$ cat src/rtl/core/slt_pkg.sv
// Types, codes and character classes of the script line tokenizer.
package slt_pkg;

	typedef enum logic [1:0] {
		EV_BYTE      = 2'd0,
		EV_TOKEN_END = 2'd1,
		EV_STMT_END  = 2'd2
	} ev_t;

	typedef enum logic [2:0] {
		TT_NUMBER = 3'd0,
		TT_WORD   = 3'd1,
		TT_LABEL  = 3'd2,
		TT_DELIM  = 3'd3,
		TT_MINUS  = 3'd4
	} tok_t;

	typedef enum logic [1:0] {
		MD_IDLE  = 2'd0,
		MD_TOKEN = 2'd1,
		MD_QUOTE = 2'd2,
		MD_DONE  = 2'd3
	} mode_t;

	localparam logic [7:0] CH_NUL   = 8'h00;
	localparam logic [7:0] CH_SEMI  = 8'h3B;
	localparam logic [7:0] CH_STAR  = 8'h2A;
	localparam logic [7:0] CH_UNDER = 8'h5F;
	localparam logic [7:0] CH_MINUS = 8'h2D;
	localparam logic [7:0] CH_QUOTE = 8'h22;

	typedef struct packed {
		ev_t        event_res;
		tok_t       token_type;
		logic [7:0] token_index;
		logic [7:0] text_byte;
		logic       last;
	} result_t;

	typedef struct packed {
		mode_t      mode;
		tok_t       cur_type;
		logic       label_word_seen;
		logic [7:0] token_count;
	} lex_state_t;

	// Results of one byte, handed from the lexer to the result queue.
	typedef struct packed {
		logic [1:0] n;
		result_t    r0;
		result_t    r1;
	} push_t;

	function automatic logic is_digit(input logic [7:0] c);
		return c >= 8'd48 && c <= 8'd57;
	endfunction

	function automatic logic is_letter(input logic [7:0] c);
		return (c >= 8'd65 && c <= 8'd90) || (c >= 8'd97 && c <= 8'd122) || c == CH_UNDER;
	endfunction

	function automatic logic is_space(input logic [7:0] c);
		return (c >= 8'd9 && c <= 8'd13) || c == 8'd32;
	endfunction

	function automatic logic is_other(input logic [7:0] c);
		return c != CH_NUL && !is_digit(c) && !is_letter(c) && !is_space(c) &&
			c != CH_QUOTE && c != CH_MINUS;
	endfunction

endpackage

$ cat src/rtl/core/slt_lexer.sv
// Combinational lexer step: one byte and the lexer state give results and next state.
module slt_lexer #(
	parameter int MAX_TOKENS = 255
) (
	input  logic [7:0]          ch,
	input  slt_pkg::lex_state_t st,
	output slt_pkg::lex_state_t nxt,
	output slt_pkg::push_t      res
);

	localparam int CapInt = (MAX_TOKENS < 255) ? MAX_TOKENS : 255;
	localparam logic [7:0] Cap = 8'(CapInt);

	typedef struct packed {
		logic                emit;
		slt_pkg::result_t    res;
		slt_pkg::lex_state_t st;
	} start_t;

	function automatic slt_pkg::result_t mk(input slt_pkg::ev_t ev, input slt_pkg::tok_t ty,
		input logic [7:0] idx, input logic [7:0] b);
		slt_pkg::result_t r;
		r.event_res   = ev;
		r.token_type  = ty;
		r.token_index = idx;
		r.text_byte   = b;
		r.last        = 1'b0;
		return r;
	endfunction

	function automatic logic [7:0] bump(input logic [7:0] cnt);
		return (cnt < Cap) ? cnt + 8'd1 : cnt;
	endfunction

	// Handles a byte that arrives between tokens.
	function automatic start_t start_tok(input logic [7:0] c, input slt_pkg::lex_state_t s);
		start_t o;
		o.emit = 1'b0;
		o.res  = '0;
		o.st   = s;
		if (c == slt_pkg::CH_NUL) begin
			o.emit = 1'b1;
			o.res  = mk(slt_pkg::EV_STMT_END, slt_pkg::TT_NUMBER, s.token_count, 8'd0);
			o.st.mode = slt_pkg::MD_IDLE;
			o.st.token_count = 8'd0;
		end else if (slt_pkg::is_space(c)) begin
			o.emit = 1'b0;
		end else if (c == slt_pkg::CH_SEMI) begin
			o.emit = 1'b1;
			o.res  = mk(slt_pkg::EV_STMT_END, slt_pkg::TT_NUMBER, s.token_count, 8'd0);
			o.st.mode = slt_pkg::MD_DONE;
		end else if (c == slt_pkg::CH_QUOTE) begin
			o.st.mode = slt_pkg::MD_QUOTE;
			o.st.cur_type = slt_pkg::TT_WORD;
		end else begin
			priority if (c == slt_pkg::CH_MINUS) begin
				o.st.cur_type = slt_pkg::TT_MINUS;
			end else if (c == slt_pkg::CH_STAR && s.token_count == 8'd0) begin
				o.st.cur_type = slt_pkg::TT_LABEL;
			end else if (slt_pkg::is_digit(c)) begin
				o.st.cur_type = slt_pkg::TT_NUMBER;
			end else if (slt_pkg::is_letter(c)) begin
				o.st.cur_type = slt_pkg::TT_WORD;
			end else begin
				o.st.cur_type = slt_pkg::TT_DELIM;
			end
			o.st.label_word_seen = 1'b0;
			o.st.mode = slt_pkg::MD_TOKEN;
			o.emit = 1'b1;
			o.res  = mk(slt_pkg::EV_BYTE, o.st.cur_type, s.token_count, c);
		end
		return o;
	endfunction

	logic                ext;
	slt_pkg::tok_t       ext_type;
	logic                ext_lws;
	slt_pkg::lex_state_t closed;
	start_t              so;

	// Does the byte extend the open token, and how does it change the type?
	always_comb begin
		ext      = 1'b0;
		ext_type = st.cur_type;
		ext_lws  = st.label_word_seen;
		if (ch != slt_pkg::CH_NUL) begin
			unique case (st.cur_type)
				slt_pkg::TT_NUMBER: begin
					if (slt_pkg::is_letter(ch)) begin
						ext = 1'b1;
						ext_type = slt_pkg::TT_WORD;
					end else begin
						ext = slt_pkg::is_digit(ch);
					end
				end
				slt_pkg::TT_WORD: ext = slt_pkg::is_letter(ch) || slt_pkg::is_digit(ch);
				slt_pkg::TT_LABEL: begin
					if (!st.label_word_seen && ch == slt_pkg::CH_STAR) begin
						ext = 1'b1;
					end else if (slt_pkg::is_letter(ch)) begin
						ext = 1'b1;
						ext_lws = 1'b1;
					end else begin
						ext = slt_pkg::is_digit(ch);
					end
				end
				slt_pkg::TT_DELIM: ext = slt_pkg::is_other(ch);
				default: ext = (ch == slt_pkg::CH_MINUS);
			endcase
		end
	end

	always_comb begin
		closed = st;
		closed.mode = slt_pkg::MD_IDLE;
		closed.token_count = bump(st.token_count);
		so = start_tok(ch, (st.mode == slt_pkg::MD_IDLE) ? st : closed);
	end

	always_comb begin
		nxt    = st;
		res.n  = 2'd0;
		res.r0 = '0;
		res.r1 = '0;
		unique case (st.mode)
			slt_pkg::MD_IDLE: begin
				nxt = so.st;
				if (so.emit) begin
					res.n  = 2'd1;
					res.r0 = so.res;
				end
			end
			slt_pkg::MD_TOKEN: begin
				if (ext) begin
					nxt.cur_type = ext_type;
					nxt.label_word_seen = ext_lws;
					res.n  = 2'd1;
					res.r0 = mk(slt_pkg::EV_BYTE, ext_type, st.token_count, ch);
				end else begin
					// The byte closes the token and is then taken as a fresh start.
					res.r0 = mk(slt_pkg::EV_TOKEN_END, st.cur_type, st.token_count, 8'd0);
					nxt = so.st;
					if (so.emit) begin
						res.n  = 2'd2;
						res.r1 = so.res;
					end else begin
						res.n  = 2'd1;
					end
				end
			end
			slt_pkg::MD_QUOTE: begin
				if (ch == slt_pkg::CH_NUL || ch == slt_pkg::CH_QUOTE) begin
					res.r0 = mk(slt_pkg::EV_TOKEN_END, st.cur_type, st.token_count, 8'd0);
					nxt = closed;
					res.n = 2'd1;
					if (ch == slt_pkg::CH_NUL) begin
						res.r1 = mk(slt_pkg::EV_STMT_END, slt_pkg::TT_NUMBER,
							closed.token_count, 8'd0);
						nxt.token_count = 8'd0;
						res.n = 2'd2;
					end
				end else begin
					res.n  = 2'd1;
					res.r0 = mk(slt_pkg::EV_BYTE, st.cur_type, st.token_count, ch);
				end
			end
			default: begin
				if (ch == slt_pkg::CH_NUL) begin
					nxt.mode = slt_pkg::MD_IDLE;
					nxt.token_count = 8'd0;
				end
			end
		endcase
		res.r0.last = (res.n == 2'd1);
		res.r1.last = 1'b1;
	end

endmodule

$ cat src/rtl/core/slt_outbuf.sv
// Two-entry result queue that holds lexer results until the result port takes them.
module slt_outbuf (
	input  logic             clk,
	input  logic             arst_n,
	input  slt_pkg::push_t   push,
	input  logic             pop,
	output logic [1:0]       free,
	output logic             head_valid,
	output slt_pkg::result_t head
);

	slt_pkg::result_t ent0_q, ent1_q, ent0_d, ent1_d;
	logic [1:0]       cnt_q, cnt_d, cnt_pop;

	assign head_valid = (cnt_q != 2'd0);
	assign head       = ent0_q;
	assign free       = 2'd2 - cnt_q + {1'b0, pop};

	always_comb begin
		ent0_d  = pop ? ent1_q : ent0_q;
		ent1_d  = ent1_q;
		cnt_pop = cnt_q - {1'b0, pop};
		cnt_d   = cnt_pop + push.n;
		if (push.n != 2'd0) begin
			if (cnt_pop == 2'd0) begin
				ent0_d = push.r0;
				ent1_d = push.r1;
			end else begin
				ent1_d = push.r0;
			end
		end
	end

	always_ff @(posedge clk or negedge arst_n) begin
		if (!arst_n) begin
			cnt_q <= 2'd0;
		end else begin
			cnt_q <= cnt_d;
		end
	end

	always_ff @(posedge clk) begin
		ent0_q <= ent0_d;
		ent1_q <= ent1_d;
	end

endmodule

$ cat src/rtl/core/script_line_tokenizer.sv
// Top level of the script line tokenizer: input register, lexer state and result queue.
//
//  channel | valid     | stall     | payload
//  --------+-----------+-----------+---------------------------------------------------
//  input   | ch_valid  | ch_stall  | ch
//  result  | res_valid | res_stall | event_res, token_type, token_index, text_byte, last
//
// An item waits in the input register, where the lexer step runs, and its results are
// registered in the two-entry result queue when the item is consumed.
// One input item per cycle while each gives at most one result and res_stall is low;
// an item that closes a token and opens another gives two, so a run of them stalls input.
// Reset clears the lexer state to between tokens with a count of zero, and empties the queue.
// An item stays in the input register while the queue lacks room for all of its results.
module script_line_tokenizer #(
	parameter int MAX_TOKENS = 255
) (
	input  logic       clk,
	input  logic       arst_n,
	input  logic       ch_valid,
	output logic       ch_stall,
	input  logic [7:0] ch,
	output logic       res_valid,
	input  logic       res_stall,
	output logic [1:0] event_res,
	output logic [2:0] token_type,
	output logic [7:0] token_index,
	output logic [7:0] text_byte,
	output logic       last
);

	logic                valid_s1;
	logic [7:0]          ch_s1;
	slt_pkg::lex_state_t state_q, state_d;
	slt_pkg::push_t      step, push;
	slt_pkg::result_t    head;
	logic [1:0]          free;
	logic                consume, pop;

	slt_lexer #(.MAX_TOKENS(MAX_TOKENS)) u_lexer (
		.ch  (ch_s1),
		.st  (state_q),
		.nxt (state_d),
		.res (step)
	);

	assign pop     = res_valid && !res_stall;
	assign consume = valid_s1 && (step.n <= free);
	assign ch_stall = valid_s1 && !consume;

	always_comb begin
		push = step;
		if (!consume) begin
			push.n = 2'd0;
		end
	end

	slt_outbuf u_outbuf (
		.clk        (clk),
		.arst_n     (arst_n),
		.push       (push),
		.pop        (pop),
		.free       (free),
		.head_valid (res_valid),
		.head       (head)
	);

	assign event_res   = head.event_res;
	assign token_type  = head.token_type;
	assign token_index = head.token_index;
	assign text_byte   = head.text_byte;
	assign last        = head.last;

	always_ff @(posedge clk or negedge arst_n) begin
		if (!arst_n) begin
			valid_s1 <= 1'b0;
			state_q  <= '{mode: slt_pkg::MD_IDLE, cur_type: slt_pkg::TT_NUMBER,
				label_word_seen: 1'b0, token_count: 8'd0};
		end else begin
			if (!ch_stall) begin
				valid_s1 <= ch_valid;
			end
			if (consume) begin
				state_q <= state_d;
			end
		end
	end

	always_ff @(posedge clk) begin
		if (ch_valid && !ch_stall) begin
			ch_s1 <= ch;
		end
	end

endmodule

$ cat config.mk
export PLATFORM = sky130hd
export DESIGN_NAME = script_line_tokenizer
export DESIGN_NICKNAME = d
export VERILOG_FILES = /design/src/rtl/core/slt_pkg.sv /design/src/rtl/core/slt_lexer.sv /design/src/rtl/core/slt_outbuf.sv /design/src/rtl/core/script_line_tokenizer.sv
export SDC_FILE = /design/constraint.sdc
export NUM_CORES = 1
export LEC_CHECK = 0
export ABC_AREA = 1
export BUFFER_PORTS_ARGS = -buffer_cell sky130_fd_sc_hd__buf_2
export CAP_MARGIN = 0
export CELL_PAD_IN_SITES_DETAIL_PLACEMENT = 1
export CELL_PAD_IN_SITES_GLOBAL_PLACEMENT = 1
export CORE_UTILIZATION = 25
export DETAILED_ROUTE_END_ITERATION = 6
export PLACE_DENSITY_LB_ADDON = 0.1
export SYNTH_ARGS = -nofsm -noshare
export SYNTH_HDL_FRONTEND = slang
export SYNTH_SLANG_ARGS = --single-unit
$ cat constraint.sdc
create_clock -name clk -period 9 [get_ports clk]
set_clock_uncertainty 0.05 [all_clocks]
set_input_delay 1.8 -clock clk [delete_from_list [all_inputs] [get_ports clk]]
set_output_delay 1.8 -clock clk [all_outputs]
set_load 0.005 [all_outputs]
; ---- Word-level counts from Yosys, hierarchy flattened
; Cells that the tools add are included.
[word_totals]
reg_bits = 69
out_inout_bits = 24
wordCells = 153
[op_classes]
addsub = 5
order_cmp = 10
n_eq_ne = 20
muxes = 60
bitwise_logic = 1
reduce_logical = 40
[ops]
columns = cell, n
row1 = 2-to-1 mux 22 bit, 8
row2 = case mux 24 bit (3 select lines), 1
row3 = 2-to-1 mux 25 bit, 2
row4 = 2-to-1 mux 24 bit, 2
row5 = 2-to-1 mux 23 bit, 2
row6 = case mux 22 bit (2 select lines), 1
row7 = "== test 8 x 6 -> 1 bit, second input constant", 5
row8 = 2-to-1 mux 8 bit, 5
row9 = 2-to-1 mux 14 bit, 2
row10 = 2-to-1 mux 28 bit, 1
row11 = 2-to-1 mux 3 bit, 9
row12 = case mux 8 bit (3 select lines), 1
row13 = 2-to-1 mux 5 bit, 4
row14 = ">= comparator 8 x 7 -> 1 bit, second input constant", 2
row15 = "less-or-equal comparator 8 x 7 -> 1 bit, second input constant", 2
row16 = logical NOT 8 bit, 2
row17 = "inequality test 8 x 6 -> 1 bit, second input constant", 2
row18 = logical AND 1 bit, 15
row19 = 2-to-1 mux 2 bit, 7
row20 = 2-to-1 mux 4 bit, 3
row21 = "inequality test 3 bit, second input constant", 4
row22 = case mux 4 bit (3 select lines), 1
row23 = 2-to-1 mux 1 bit, 9
row24 = "adder 8 x 1 -> 8 bit, second input constant", 1
row25 = other kinds (30), 45

; ---- Logic depth before layout (Yosys ltp)
; Gate-level depths: netlist (run 1).
[logic_depth]
ltp_word = 28
mapped_depth = 29
ltp_nobuf = 27

; ---- By module
; A second synthesis (run 1) with hierarchy kept.
[unflattened]
hier_cells = 808
hier_area_um2 = 5131.2
[modules_own_cells]
columns = mod, instances, cells_each, area_each_um2
row1 = slt_outbuf, 1, 288, 2162.1
row2 = slt_lexer, 1, 429, 2019.4
row3 = script_line_tokenizer, 1, 91, 949.7

; ---- Worst setup path before layout (run 1)
; OpenSTA, ideal clock, no wires.
[synth_timing]
kind = input-to-output
start = input port res_stall
end = output port ch_stall
arrival_ns = 3.427
required_time_ns = 7.150
slack_ns = 3.723
cell_stages = 10
path_buffers = 1
path_cell_list = a21oi_1 inv_1 clkbuf_1 ha_1 xor2_1 ha_1 inv_1 o21bai_1 nand3_1 inv_1
[synth_via]
elab_chain_len = 7
[synth_lines]
columns = item, line
row1 = "start, declared", script_line_tokenizer.sv:23  ; input logic res_stall,
row2 = logical NOT 1 bit, script_line_tokenizer.sv:46  ; assign pop = res_valid && !res_stall;
row3 = logical AND 1 bit, script_line_tokenizer.sv:46
row4 = adder 2 x 1 -> 2 bit, slt_outbuf.sv:17  ; assign free = 2'd2 - cnt_q + {1'b0, pop};
row5 = less-or-equal comparator 2 bit, script_line_tokenizer.sv:47  ; assign consume = valid_s1 && (step.n <= free);
row6 = logical AND 1 bit, script_line_tokenizer.sv:47
row7 = logical NOT 1 bit, --
row8 = logical AND 1 bit, script_line_tokenizer.sv:48  ; assign ch_stall = valid_s1 && !consume;
row9 = "end, declared", script_line_tokenizer.sv:20  ; output logic ch_stall,
; No other way between the ends.

; ---- Final worst setup path (run 1)
; Ends and elaborated chain as after synthesis.

==> results.tsv, run 1 <==
stage	metric	value	unit
worst_hold_path	hold_path_depth	2	
critical_path	crit_slowest_cell	inv_1	
synthesis	netlist_top_cells_count	244 x nand2_1, 63 x nand3_1, 54 x inv_1	
timing	fin_crit	5840	ps
route	ant_nets	0	
placement	port_buffers	35	
critical_path	critical-path-max-stage-delay	370	ps
cts	cts_tree	built	
route	routedWlPerCell	15.3	um
synthesis	syn_area_per_cell	6.89	um2
timing	setup_viol	0	
synthesis	postSynth.asyncResetShare	24.6	%
synthesis	yosys.area.top_type	nand2_1	
timing	totalNegativeSetupSlack	0	ps
synthesis	synth_seq_cells	69	
cts	htreeDepth	3	
pwr	combPwrFrac	56.4	%
pwr	power_density	470	nW/um2
synthesis	synth_cells	650	
grt	grt_pass1_wl	22.6	mm
route	wl_met2	5.87	mm
critical_path	path_depth	12	
route	routed_wl	13.9	mm
synthesis	synth-edff-count	30	
cts	post_cts_buffers	0	
placement	gp_congestion	0.801	
synthesis	synth_nets	673	
timing	fmax	171	MHz
critical_path	crit_arrival	3990	ps
die	row_count	48	
critical_path	cpMostUsedCell	inv_1	
cts	clock-sinks	69	
critical_path	cp-start-kind	input port	
route	wl_met1	7.37	mm
route	top_layer_used	met4	
route	drcViolationCount	0	
synthesis	ys_seq_area_share	39.5	%
timing	slew_headroom	50.2	%
timing	fin_crit_sh	64.9	%
critical_path	critPathMaxFanout	24	
die	start_util	25.7	%
cts	hold_buffers	0	
critical_path	crit_required	7150	ps
placement	placed_cell_area	4850	um2
critical_path	endpoint_kind	primary output	
pwr	switchingPower	1.22	mW
cts	worstSkewPairLatency	340	ps
synthesis	synthDistinctLibCells	37	
timing	worst_pin_slew	747	ps
pwr	total_power	2.43	mW
cts	postCtsResizedCells	0	
status	status	finished, final reports clean	
critical_path	crit_chain	buf_2, a21oi_2, buf_4, inv_1, ha_1, xor2_1, ha_1, inv_1, o21bai_1, nand3_1, inv_1, buf_2	
cts	cts_made_buffers	9	
grt	grt_max_degree	48	
grt	antenna_found_initial	0	
pwr	p_int	1.21	mW
route	drtIter0Drc	224	
critical_path	r2r_cells	26	
placement	post-place-ws	3110	ps
timing	hold_violations	0	
critical_path	criticalPathCategory	input port to primary output	
route	first_pass_iters	4	
synthesis	yosysMostFrequentCell	nand2_1	
final_layout	antenna_cells	0	
final_layout	nNetsFinal	702	
route	met3WireLength	432	um
final_layout	areaGrowthSynthToFinish	15.7	%
synthesis	synthTopCellsByArea	nand2_1 20%, edfxtp_1 20%, dfxtp_1 9.8%	
grt	overflow	0	
synthesis	netlist_area	4480	um2
grt	track_usage	16.1	%
synthesis	synth_top_area_share	20.5	%
final_layout	final_core_util	29.7	%
timing	rsz0062_at_grt	no	
placement	place_hpwl	10.6	mm
die	ioPinCount	36	
cts	cts.clk_slew.worst_paths	60	ps
die	die_x	136	um
pwr	power.leakage	2.49	nW
pwr	swShare	50.2	%
die	fp.dieArea	18400	um2
timing	setup_ws	3160	ps
critical_path	cp_top_family	buffers and inverters	
die	fp.coreArea	17400	um2
synthesis	ys.flop_type	edfxtp_1	
synthesis	ys_warn_count	0	
timing	drv_slew	0	
grt	grt_pass1_vias	4167	
pwr	p_seq_share	27.2	%
die	fp.dieH	136	um
route	viasPerCell	4.62	
pwr	max-vdd-ir-drop	113	uV
route	vias	4204	
critical_path	cp.buffers_inverters	6	
worst_hold_path	hold_path.class	flop to flop	
pwr	pwr-share-clk	16.4	%
flow_run	maxCapViolCount	0	
final_layout	final_layout_size_suffix_gt1_share	13.3	%
cts	clk_path_buf_depth	2	
cts	root_buffer	clkbuf_16	
final_layout	fin_area	5180	um2
-- sequential cells by signal, indices dropped and copies added, names as in the netlist --
register and count:
u_outbuf.head 22, state_q 14, valid_s1 1, ch_s1 8, u_outbuf.ent1_q 22, u_outbuf.cnt_q 2
-- worst reg2reg max path: cells and delay by family (launching register included) --
kind                     cells  cell delay [ps]
adder cells (fa/ha/maj)      1              230
flip-flops                   1              530
buffers and inverters        4              490
AND/OR/NAND/NOR             20             2530
AO/OA/AOI/OAI                1               80
-- cell families (layout without fill, tap and decap cells) --
logic type / after synthesis / count (layout) / share of synthesized area [%]
and+or+nand+nor: 380 / 380 / 36.7
buffers and inverters: 93 / 127 / 8.41
AOI/OAI and AO/OA: 89 / 89 / 10.8
DFF: 69 / 69 / 39.5
adders and majority gates: 11 / 11 / 3.08
xor gates and xnor gates: 7 / 7 / 1.37
muxes: 1 / 1 / 0.224
-- cell usage in the layout, fill, tap and decap left out, types with 2 or more instances in the layout --
master and instances:
dfxtp_1 22, inv_1 54, nand3_1 63, ha_1 11, nor2_2 4, o22ai_1 17, a21oi_1 2, o21ai_1 16
nor3_1 4, and2_1 2, xor2_1 5, nand2_4 2, clkinv_1 6, clkbuf_16 9, nand4_1 4, nand2_1 244
buf_4 2, edfxtp_1 30, o21ai_0 47, o31ai_1 2, nand3_4 2, nor2_1 39, nand3_2 3, nor3_2 2
buf_2 35, bufinv_16 2, nand2_2 9, dfrtp_1 17, inv_2 14, xnor2_1 2
-- power groups by stage --
stage / registers [mW] / logic, mW / clock network, mW
final: 0.660 / 1.37 / 0.399
after global routing: 0.682 / 1.58 / 0.423
after CTS: 0.662 / 1.39 / 0.410
after detailed placement: 0.668 / 1.39 / 0
after global placement: 0.667 / 1.37 / 0
after floorplan: 0.633 / 1.05 / 0
-- layer usage --
metal	track usage, %	vias to the layer above
met5	0	-
met4	5.43	0
met3	2.88	16
met2	24.0	54
met1	23.1	1966
li1	-	2168
-- area by class of cell --
type | instances | area [um2]
Tap cell | 225 | 282
Fill cell | 2210 | 12200
Multi-Input combinational cell | 488 | 2340
Clock inverter | 5 | 82.6
Timing Repair Buffer | 37 | 190
Inverter | 74 | 278
Clock buffer | 11 | 243
Sequential cell | 69 | 1770
-- per-stage QoR --
step	std cells	hold WS (ps)
after floorplan	650	401
after global placement	893	425
after detailed placement	893	428
after CTS	909	441
after global routing	909	475
final	909	438
-- final timing paths --
check / start / slack, ps / to
min reg2reg: state_q[8]$_DFFE_PN0P_ / 440 / state_q[8]$_DFFE_PN0P_
max in group asynchronous: arst_n / 7190 / state_q[12]$_DFFE_PN0P_
max reg2reg: ch_s1[2]$_DFFE_PP_ / 4970 / u_outbuf.head[1]$_DFF_P_
min: state_q[8]$_DFFE_PN0P_ / 440 / state_q[8]$_DFFE_PN0P_
max: res_stall / 3160 / ch_stall
min in group asynchronous: arst_n / 1370 / state_q[5]$_DFFE_PN0P_
Power figures use the tool's default switching activity.
==> run 2: changes to the inputs <==
- clock period: 9 -> 5.3 ns (I/O delays scaled with it)
==> run 2 against run 1 <==
Largest cell class unchanged. Non-clock buffer count increased by 1. Total power increased by 68%. Register-to-register slack got worse by 3700 ps. Count of clock-buffer cells in the layout unchanged. First-iteration DRC count increased by 18%. Critical path depth increased by 9. Largest power group unchanged. Clock power increased by 53%.
==> results.tsv, run 2 (synthesis gave the netlist of run 1 again) <==
stage	metric	value	unit
placement	gp_congestion	0.789	
grt	antenna_found_initial	0	
placement	place_hpwl	10.9	mm
cts	clock-sinks	69	
cts	htreeDepth	3	
critical_path	crit_arrival	3170	ps
die	row_count	48	
timing	setup_ws	1020	ps
die	fp.coreArea	17400	um2
timing	hold_slack	446	ps
die	fp.dieH	136	um
final_layout	multiInputGateArea	2340	um2
placement	post-place-ws	1280	ps
worst_hold_path	hold_path.class	flop to flop	
grt	overflow	0	
critical_path	endpoint_kind	primary output	
grt	met1_usage	24.3	%
grt	track_usage	17.0	%
status	status	finished, final reports clean	
final_layout	final_common_cell	nand2_1	
cts	cts_tree	built	
timing	worst_pin_slew	722	ps
final_layout	nNetsFinal	703	
route	drtIter0Drc	264	
final_layout	final_cell_mix	244 x nand2_1, 63 x nand3_1, 54 x inv_1	
final_layout	final_layout_size_suffix_gt1_share	13.3	%
timing	totalNegativeSetupSlack	0	ps
die	die_x	136	um
final_layout	areaGrowthSynthToFinish	15.0	%
final_layout	antenna_cells	0	
critical_path	critPathMaxFanout	9	
timing	fmax	233	MHz
critical_path	cp-start-kind	flop	
timing	hold_violations	0	
cts	cts_made_buffers	9	
die	ioPinCount	36	
cts	hold_buffers	0	
route	ant_nets	0	
cts	postCtsResizedCells	0	
placement	dp_cells	894	
cts	cts.clk_slew.worst_paths	60	ps
route	routedWlPerCell	15.9	um
cts	clk_path_buf_depth	2	
timing	fin_crit_sh	80.8	%
pwr	total_power	4.08	mW
pwr	power.leakage	2.47	nW
final_layout	fill_cells	2209	
timing	rsz0062_at_grt	no	
cts	post_cts_buffers	0	
critical_path	crit_required	4190	ps
timing	drv_slew	0	
grt	grt_max_degree	48	
route	viasPerCell	4.67	
final_layout	seq_area	1770	um2
grt	grt_pass1_vias	4286	
critical_path	criticalPathCategory	flop to primary output	
timing	slew_headroom	51.8	%
cts	worstSkewPairLatency	340	ps
route	drcViolationCount	0	
timing	setup_viol	0	
grt	globalRouteMet2Util	25.8	%
grt	met3_usage	2.36	%
die	start_util	25.7	%
pwr	max-vdd-ir-drop	293	uV
final_layout	final_cells	910	
route	first_pass_iters	4	
flow_run	maxCapViolCount	0	
cts	root_buffer	clkbuf_16	
die	fp.dieArea	18400	um2
placement	port_buffers	35	
timing	fin_crit	4280	ps
grt	top_usage_layer	met2	
pwr	power_density	794	nW/um2
grt	grt_pass1_wl	23.7	mm
route	vias	4247	
route	routed_wl	14.4	mm
==> run 2: where the power goes <==
part / total (mW) / internal (mW) / leakage, nW / switching [mW]
clock network: 0.612 / 0.363 / 0.139 / 0.249
registers: 1.13 / 0.950 / 0.687 / 0.177
logic: 2.35 / 0.683 / 1.65 / 1.66
==> run 2: worst paths after layout <==
kind	startpoint	endpoint	slack, ps	depth (start not counted)
max	ch_s1[2]$_DFFE_PP_	ch_stall	1020	21
min	state_q[8]$_DFFE_PN0P_	state_q[8]$_DFFE_PN0P_	450	2
min reg2reg	state_q[8]$_DFFE_PN0P_	state_q[8]$_DFFE_PN0P_	450	2
min in group asynchronous	arst_n	state_q[5]$_DFFE_PN0P_	630	1
max reg2reg	ch_s1[2]$_DFFE_PP_	u_outbuf.head[13]$_DFF_P_	1290	26
max in group asynchronous	arst_n	u_outbuf.cnt_q[1]$_DFF_PN0_	4230	1
==> run 2: routing by layer <==
layer,vias up,part of all wire (%)
met1,2021,54
met3,12,1.7
met2,39,43
met4,0,1.4
met5,-,0
li1,2175,-
==> run 2: stage by stage <==
stage	utilization, %	instance area, um2
CTS	29.5	5140
detailed placement	27.9	4860
finish	29.5	5140
global route	29.5	5140
global placement	27.9	4860
floorplan	-	4480
==> run 2: final cells by class <==
class                   instances  area share [%]
inverters                      74            5.40
clock buffers                  11            4.52
clock inverters                 5            1.02
flip-flops and latches         69            34.3
well taps                     225            5.47
repair buffers                 38            3.84
multi-input cells             488            45.4
==> run 2: worst max-delay path, cell delays in order (launching register included) <==
cell	delay, ps
edfxtp_1	530
inv_2	200
nand2_2	110
nor2_2	120
nand2_2	120
nand2_1	110
nor2_1	50
nand2_1	60
nand3_1	70
nand2_1	90
nand3_2	90
nand2_2	110
nand3_4	160
nand2_4	150
nand2_1	70
inv_1	80
ha_1	150
inv_1	40
o21bai_1	160
nand3_1	160
inv_1	80
buf_2	110
